`config.mk`:
```
export PLATFORM = sky130hd
export DESIGN_NAME = twtp_ctrl
export DESIGN_NICKNAME = d
export VERILOG_FILES = /design/src/rtl/assert_macros.svh /design/src/rtl/twtp_pkg.sv /design/src/rtl/twtp_ctrl.sv
export SDC_FILE = /design/constraint.sdc
export NUM_CORES = 1
export LEC_CHECK = 0
export BUFFER_PORTS_ARGS = -buffer_cell sky130_fd_sc_hd__buf_2
export CAP_MARGIN = 0
export CELL_PAD_IN_SITES_DETAIL_PLACEMENT = 1
export CELL_PAD_IN_SITES_GLOBAL_PLACEMENT = 1
export CORE_MARGIN = 4
export CORE_UTILIZATION = 38
export CTS_CLUSTER_DIAMETER = 30
export DETAILED_ROUTE_END_ITERATION = 12
export GPL_TIMING_DRIVEN = 0
export PLACE_DENSITY = 0.77
export SLEW_MARGIN = 20
export SYNTH_ARGS = -nofsm -noshare
export SYNTH_HDL_FRONTEND = slang
export SYNTH_SLANG_ARGS = --single-unit
```
`constraint.sdc`:
```
create_clock -name clk -period 1.8 [get_ports clk]
set_input_delay 0.36 -clock clk [delete_from_list [all_inputs] [get_ports clk]]
set_output_delay 0.36 -clock clk [all_outputs]
set_load 0.02 [all_outputs]
```
`src/rtl/assert_macros.svh`:
```
// Assertion helpers for the profiler.
`ifndef ASSERT_MACROS_SVH
`define ASSERT_MACROS_SVH
// Checks an implication on every clock edge, disabled during reset.
`define CHK_IMPL(label, clk, rst, ante, cons, msg) \
  label: assert property (@(posedge clk) disable iff (rst) (ante) |-> (cons)) \
    else $error(msg);
// Checks a next-cycle implication, disabled during reset.
`define CHK_NEXT(label, clk, rst, ante, cons, msg) \
  label: assert property (@(posedge clk) disable iff (rst) (ante) |=> (cons)) \
    else $error(msg);
`endif

```
`src/rtl/twtp_pkg.sv`:
```
// ----------------------------------------------------------------------------
// twtp_pkg
// Types and constants shared by the wheel track profiler modules.
// ----------------------------------------------------------------------------
package twtp_pkg;

  localparam logic [19:0] US_PER_S = 20'd1000000;

  typedef struct packed {
    logic [31:0]        sample_time;
    logic signed [31:0] center_x;
    logic signed [31:0] center_y;
    logic signed [15:0] heading_sin;
    logic signed [15:0] heading_cos;
    logic               first_point;
  } twtp_in_t;

  typedef struct packed {
    logic signed [31:0] left_x;
    logic signed [31:0] left_y;
    logic [31:0]        left_travel;
    logic signed [31:0] left_speed;
    logic signed [31:0] left_accel;
    logic signed [31:0] right_x;
    logic signed [31:0] right_y;
    logic [31:0]        right_travel;
    logic signed [31:0] right_speed;
    logic signed [31:0] right_accel;
    logic [31:0]        time_out;
    logic               zero_step_flag;
  } twtp_out_t;

  // Controller states.
  typedef enum logic [3:0] {
    ST_IDLE, ST_OFFS, ST_POINTS, ST_DELTA, ST_SQRT, ST_VMUL, ST_VDIV,
    ST_AMUL, ST_ADIV, ST_WNEXT, ST_DONE
  } twtp_state_t;

  // Datapath operations issued by the controller.
  typedef enum logic [3:0] {
    OP_NONE, OP_LOAD, OP_OFFS, OP_POINTS, OP_DELTA, OP_SQ_INIT, OP_SQ_STEP,
    OP_VMUL, OP_DV_STEP, OP_VFIN, OP_AMUL, OP_AFIN, OP_WFIN, OP_COMMIT
  } twtp_op_t;

  typedef struct packed {
    twtp_op_t op;
    logic     wheel;   // 0 left, 1 right
  } twtp_cmd_t;

  typedef struct packed {
    logic first;
    logic dt_zero;
  } twtp_stat_t;

endpackage

```
`src/rtl/twtp_ctrl.sv`:
```
// ----------------------------------------------------------------------------
// twtp_ctrl
// Sequencer: steps the datapath through offsets, roots and divisions.
// ----------------------------------------------------------------------------
module twtp_ctrl import twtp_pkg::*; (
  input  logic       clk,
  input  logic       rst,
  input  logic       in_valid,
  output logic       in_ready,
  output logic       out_valid,
  input  logic       out_ready,
  input  twtp_stat_t stat,
  output twtp_cmd_t  cmd
);

  twtp_state_t state, state_next;
  logic [6:0]  cnt, cnt_next;
  logic        wheel, wheel_next;
  logic        busy;
  logic        skip;

  // The result register frees once the word is taken.
  assign busy     = out_valid && !out_ready;
  assign in_ready = (state == ST_IDLE);
  assign skip     = stat.first || stat.dt_zero;

  always_ff @(posedge clk) begin
    if (rst) begin
      state     <= ST_IDLE;
      cnt       <= '0;
      wheel     <= 1'b0;
      out_valid <= 1'b0;
    end else begin
      state <= state_next;
      cnt   <= cnt_next;
      wheel <= wheel_next;
      if (state == ST_DONE && !busy) out_valid <= 1'b1;
      else if (out_ready) out_valid <= 1'b0;
    end
  end

  always_comb begin
    state_next = state;
    cnt_next   = cnt;
    wheel_next = wheel;
    case (state)
      ST_IDLE:   if (in_valid) state_next = ST_OFFS;
      ST_OFFS:   state_next = ST_POINTS;
      ST_POINTS: begin
        wheel_next = 1'b0;
        state_next = stat.first ? ST_WNEXT : ST_DELTA;
      end
      ST_DELTA:  begin
        cnt_next   = '0;
        state_next = ST_SQRT;
      end
      ST_SQRT:   begin
        cnt_next = cnt + 7'd1;
        if (cnt == 7'd33) begin
          cnt_next   = '0;
          state_next = stat.dt_zero ? ST_WNEXT : ST_VMUL;
        end
      end
      ST_VMUL:   state_next = ST_VDIV;
      ST_VDIV:   begin
        cnt_next = cnt + 7'd1;
        if (cnt == 7'd66) begin
          cnt_next   = '0;
          state_next = ST_AMUL;
        end
      end
      ST_AMUL:   state_next = ST_ADIV;
      ST_ADIV:   begin
        cnt_next = cnt + 7'd1;
        if (cnt == 7'd66) begin
          cnt_next   = '0;
          state_next = ST_WNEXT;
        end
      end
      ST_WNEXT:  begin
        if (wheel || stat.first) state_next = ST_DONE;
        else begin
          wheel_next = 1'b1;
          state_next = ST_DELTA;
        end
      end
      ST_DONE:   if (!busy) state_next = ST_IDLE;
      default:   state_next = ST_IDLE;
    endcase
  end

  always_comb begin
    cmd.op    = OP_NONE;
    cmd.wheel = wheel;
    case (state)
      ST_IDLE:   if (in_valid) cmd.op = OP_LOAD;
      ST_OFFS:   cmd.op = OP_OFFS;
      ST_POINTS: cmd.op = OP_POINTS;
      ST_DELTA:  cmd.op = OP_DELTA;
      ST_SQRT:   cmd.op = (cnt == 7'd0) ? OP_SQ_INIT : OP_SQ_STEP;
      ST_VMUL:   cmd.op = OP_VMUL;
      ST_VDIV:   cmd.op = (cnt == 7'd66) ? OP_VFIN : OP_DV_STEP;
      ST_AMUL:   cmd.op = OP_AMUL;
      ST_ADIV:   cmd.op = (cnt == 7'd66) ? OP_AFIN : OP_DV_STEP;
      ST_WNEXT:  cmd.op = skip ? OP_WFIN : OP_NONE;
      ST_DONE:   if (!busy) cmd.op = OP_COMMIT;
      default:   cmd.op = OP_NONE;
    endcase
  end

endmodule

```
# Yosys cells after proc, flatten, opt, wreduce, memory -nomap -nowiden
# Index checks and enable logic that the tools add are counted.
[word_totals]
reg_bits = 13
in_bits = 6
wordCells = 60
[op_classes]
n_addsub = 1
n_eq_ne = 18
muxes = 23
n_reduce_logical = 14
[ops]
columns = ["cell", "n"]
rows = [
  ["$pmux W4 S11", 2],
  ["$mux W4", 10],
  ["$pmux W7 S3", 1],
  ["$eq A4 B3 Y1 const B", 4],
  ["$mux W7", 2],
  ["$eq A4 B4 Y1 const B", 3],
  ["$ne A2 B2 Y1 const B", 6],
  ["$eq A4 B2 Y1 const B", 2],
  ["$add A7 B1 Y7 const B", 1],
  ["$eq A7 B6 Y1 const B", 1],
  ["$eq A7 B7 Y1 const B", 1],
  ["$logic_not A7 Y1", 1],
  ["$mux W1", 5],
  ["$reduce_and A5 Y1", 1],
  ["$eq A4 B1 Y1 const B", 1],
  ["$logic_not A4 Y1", 1],
  ["$mux W2", 2],
  ["$reduce_bool A2 Y1", 2],
  ["$reduce_bool A3 Y1", 1],
  ["$logic_and A1 B1 Y1", 2],
  ["$logic_not A1 Y1", 2],
  ["$logic_or A1 B1 Y1", 2],
  ["$pmux W1 S2", 1],
  ["$reduce_and A2 Y1", 1],
  ["$reduce_or A2 Y1", 1],
]

# Longest topological paths before layout
[depth]
word_depth = 5
ltp_mapped = 7

# Least setup slack after synthesis
# No wires, ideal clock.
[synth_timing]
kind = "flip-flop to output port"
from = "register state[0]"
to = "output port cmd[4] in the netlist's numbering"
arrival_time_ns = 1.464
t_required_ns = 1.440
path_slack_ns = -0.024
path_stages_with_launch = 6
n_path_buf = 1
cell_sequence = "dfxtp_1 -> clkbuf_1 -> nand2b_1 -> nor2_1 -> a211oi_1 -> o21ai_0"
[synth_lines]
columns = ["item", "line", "source"]
rows = [
  ["start: declaration", "twtp_ctrl.sv:16", "twtp_state_t state, state_next;"],
  ["start signal: assignment", "twtp_ctrl.sv:34", "state <= state_next;"],
  ["end: declaration", "twtp_ctrl.sv:13", "output twtp_cmd_t cmd"],
]

==> results.md <==
- The number of nets in the finished design is between 150 and 200.
- The area growth from synthesis to layout is 54.7%.
- For the worst setup path, the data required time is around 1.4 ns.
- The checks that failed: negative setup slack.
- Of the total synthesized cell area, the portion taken by AND, OR, NAND and NOR gates is 0.335.
- The fill cell total of the finished layout is 314.
- Dividing the synthesized area by the synthesized cell count gives about 7.6 um2.
- The site row count is 19.
- The count of hold buffers inserted by post-cts repair is 0.
- Of the total synthesized cell area, the portion taken by full adders, half adders and majority gates is 0.0458.
- Clock tree synthesis selected as its root buffer the cell sky130_fd_sc_hd__clkbuf_4.
- The fraction of registers with async set or reset after synthesis is 0.
- The critical path data arrival time is about 1.8 ns.
- The CTS tree is yes.
- The number of standard cells in the layout, taps in and fillers out is approximately 220.
- In this run the count of I/O pins placed on the die edge is 13.
- The clock sink count is 13.
- The share of the cycle needed by the critical path after routing is 1.20.
- Of the post-synthesis cell area, the dominant cell type holds 0.238.
- The worst setup path is launched from a flop.
- Once placement completed, the tool counted placed cells totaling 187.
- The worst relative slew slack is 0.585.
- The start point of the critical path is state[3].
- The synthesized netlist net count is 154.
- The multiplexer share of the synthesized area is 0.0275.
- The number of design rule violations left after detail routing is 0.
- The count of nets left with antenna violations once routing finished came out at 0.
- The effective utilization at floorplan is 0.397.
- After synthesis, the most frequently instantiated cells are sky130_fd_sc_hd__nand2_1, sky130_fd_sc_hd__dfxtp_1, sky130_fd_sc_hd__nor2_1.
- In this run the critical register-to-register path is launched from state[3].
- The leakage power figure is approximately 0.7 nW.
- The setup slack of the critical path after layout is -0.354 ns.
- The post-synthesis register bit count is 13.
- The post-CTS clock slew at the launch and capture registers of the worst setup and hold paths is roughly 0.1 ns.
- The number of pins exceeding their max-slew limit in the final report is 0.
- For met3 alone, demand over resource in global routing was 0.0189.
- Port buffering added 12 buffers.
- The number of enable flip-flop cells after synthesis is 0.
- The met2 track demand over resource is 0.425.
- The fraction of layout instances using a drive strength above 1 is 0.492.
- The worst path in the final design needs a cycle of about 2.2 ns, including I/O delays and setup.
- The design draws ~0.0015 W.
- Of the total synthesized cell area, the portion taken by XOR and XNOR cells is 0.
- The CTS buffer count is 3.
- At the later pin of the worst-skew pair, clock insertion delay measures between 0.3 and 0.4 ns.
- After synthesis, the largest family of logic cells by area is simple AND/OR/NAND/NOR gates.
- The number of distinct library cells after synthesis is 46.
- In the final routed layout, each cell accounts on average for 25.1 um.
- The warning count from the yosys run is 0.
- The first-pass iteration count of the detailed router is 4.
- Along the worst path, the maximum fanout reaches 7.
- CTS built an H-tree with a depth of 1.
- The largest total area in the synthesized netlist belongs to sky130_fd_sc_hd__dfxtp_1.
- Detailed placement ended at an HPWL of 2350 um.
- The number of cells produced by synthesis is between 100 and 150.
- The number of failing hold endpoints at the final stage is 0.
- The antenna diode count is 0.
- The count of endpoints failing setup in the final report is 16.
- The detailed router finished its first iteration with about 150 violations.
- Across every metal layer, demand over resource in global routing totals 0.246.
- The routed layout has approximately 1,400 vias.
- The critical path start-end classification is flop to primary output.
- For met1 alone, demand over resource in global routing was 0.315.
- The kind of capture point of the worst setup path is a primary output.
- The via count of the first global-routing pass is about 1,300.
- For the pin with the worst max-slew slack, the measured transition is 0.621 ns.
- The origin of the worst min-delay path is rst.
- The clock passes through at most 2 buffers.
- The highest clock frequency the design can meet is 464 MHz.
- The detailed-route vias per instance is 6.42.
- The power density over the cells is ~900 nW/um2.
- The compound-gate portion of the synthesized area is 0.272.
- The flow ran to the end, but the final reports show violations.
- met2 is the most crowded layer.
- The overall routed net length is 5470 um.
- The type of the tightest min-delay check is input port to flop.
- After synthesis the cells add up to ~1100 um2.
- The die covers about 3800 um2.
- Setup repair after global routing could not meet its margin everywhere.
- The maximum vdd ir drop is ~0.0008 V.
- The proportion of synthesized chip area in sequential cells is 0.238.
- The overflow left after global routing is 0.
- Yosys instantiated no cell more often than sky130_fd_sc_hd__nand2_1.
- The tool flagged a number of max-cap violations equal to 0.
- The congestion estimate from routability-driven global placement came to ~0.84.
- In the synthesized netlist the dominant register cell turns out to be sky130_fd_sc_hd__dfxtp_1.
- The clock skew after layout is 0.00653 ns.
- From left edge to right edge, the die measures approximately 62 um.
- Entering global routing, the biggest net connects 11 pins.
- The height of the chip is ~62 um.
- The number of antenna violations at the first check in global routing is 0.
- The first global-routing pass estimated between 6000 and 7000 um of wire.
- By area the synthesized netlist is led by sky130_fd_sc_hd__dfxtp_1, sky130_fd_sc_hd__nand2_1, sky130_fd_sc_hd__ha_1.
- The area of the core region is roughly 2800 um2.
==> sequential cells by signal, indices dropped and copies added, names as in the netlist <==
register and count:
cnt 7, wheel 1, out_valid 1, state 4
==> stage by stage <==
step | instance area, um2 | setup TNS [ns] | hold slack (ns) | worst slack (ns) | utilization
2_1_floorplan | 1090 | 0 | 0.429 | 0.0279 | -
3_3_place_gp | 1190 | -0.912 | 0.495 | -0.206 | 0.432
3_5_place_dp | 1190 | -1.39 | 0.514 | -0.299 | 0.432
4_1_cts | 1540 | -2.03 | 0.304 | -0.367 | 0.560
5_1_grt | 1690 | -3.63 | 0.304 | -0.405 | 0.613
6_report | 1690 | -2.85 | 0.317 | -0.354 | 0.613
==> report_power, final <==
group | internal (W) | total, W | switching, W
registers | 0.000315 | 0.000358 | 0.0000434
logic | 0.000458 | 0.000960 | 0.000502
clock network | 0.0000832 | 0.000211 | 0.000128
==> logic make-up after synthesis <==
kind of cell               Yosys count
DFF                                 13
and+or+nand+nor                     66
buffers and inverters               18
AOI/OAI and AO/OA                   40
adders and majority gates            4
muxes                                3
==> area by class of cell <==
cell class	instances	area, um2	area share
multi-input cells	113	870	0.514
clock buffers	3	22.5	0.0133
flip-flops and latches	13	290	0.172
clock inverters	1	5.00	0.00296
plain buffers	8	80.1	0.0473
well taps	31	38.8	0.0229
inverters	6	27.5	0.0163
repair buffers	43	358	0.212
==> placed cells by master (no fill, tap or decap), drive strengths merged, types with 3 or more instances in the layout <==
| cell | netlist | final |
|---|---|---|
| nor2 | 13 | 13 |
| nor2b | 4 | 4 |
| clkbuf | 7 | 8 |
| dfxtp | 13 | 13 |
| inv | 6 | 6 |
| o221ai | 4 | 4 |
| o21a | 3 | 3 |
| nor3 | 7 | 7 |
| buf | 5 | 46 |
| mux2i | 3 | 3 |
| nand2 | 15 | 15 |
| nand3 | 9 | 9 |
| ha | 4 | 4 |
| nand2b | 5 | 5 |
| o211ai | 4 | 4 |
| o21ai | 8 | 8 |
| a21oi | 6 | 6 |
==> repair_timing <==
action / in CTS / in global routing
endpoints found under the setup margin: 16 / 16
resized for setup: 58 / 27
cloned: 0 / 0
hold endpoints to repair: 0 / 0
buffers inserted: 17 / 14
pin swaps: 18 / 17
==> worst paths after layout <==
check             endpoint  slack, ns  cells after the start
setup / recovery    cmd[1]      -0.35                      5
hold / removal      cnt[1]       0.32                      2
setup reg to reg    cnt[6]      -0.25                      7
hold reg to reg     cnt[5]       0.53                      2
==> routing by layer <==
| layer | wire (um) | up-vias | part of all wire |
|---|---|---|---|
| li1 | - | 615 | - |
| met1 | 2440 | 713 | 0.45 |
| met2 | 2620 | 57 | 0.48 |
| met3 | 243 | 15 | 0.044 |
| met4 | 165 | 0 | 0.030 |
| met5 | 0 | - | 0 |
==> worst max-delay path: stages (launching register included) <==
cell and delay [ns]:
sky130_fd_sc_hd__dfxtp_2 0.34, sky130_fd_sc_hd__buf_8 0.13, sky130_fd_sc_hd__or4bb_4 0.57, sky130_fd_sc_hd__a21oi_4 0.15, sky130_fd_sc_hd__a311o_1 0.16, sky130_fd_sc_hd__buf_6 0.13
Power figures use the tool's default switching activity.
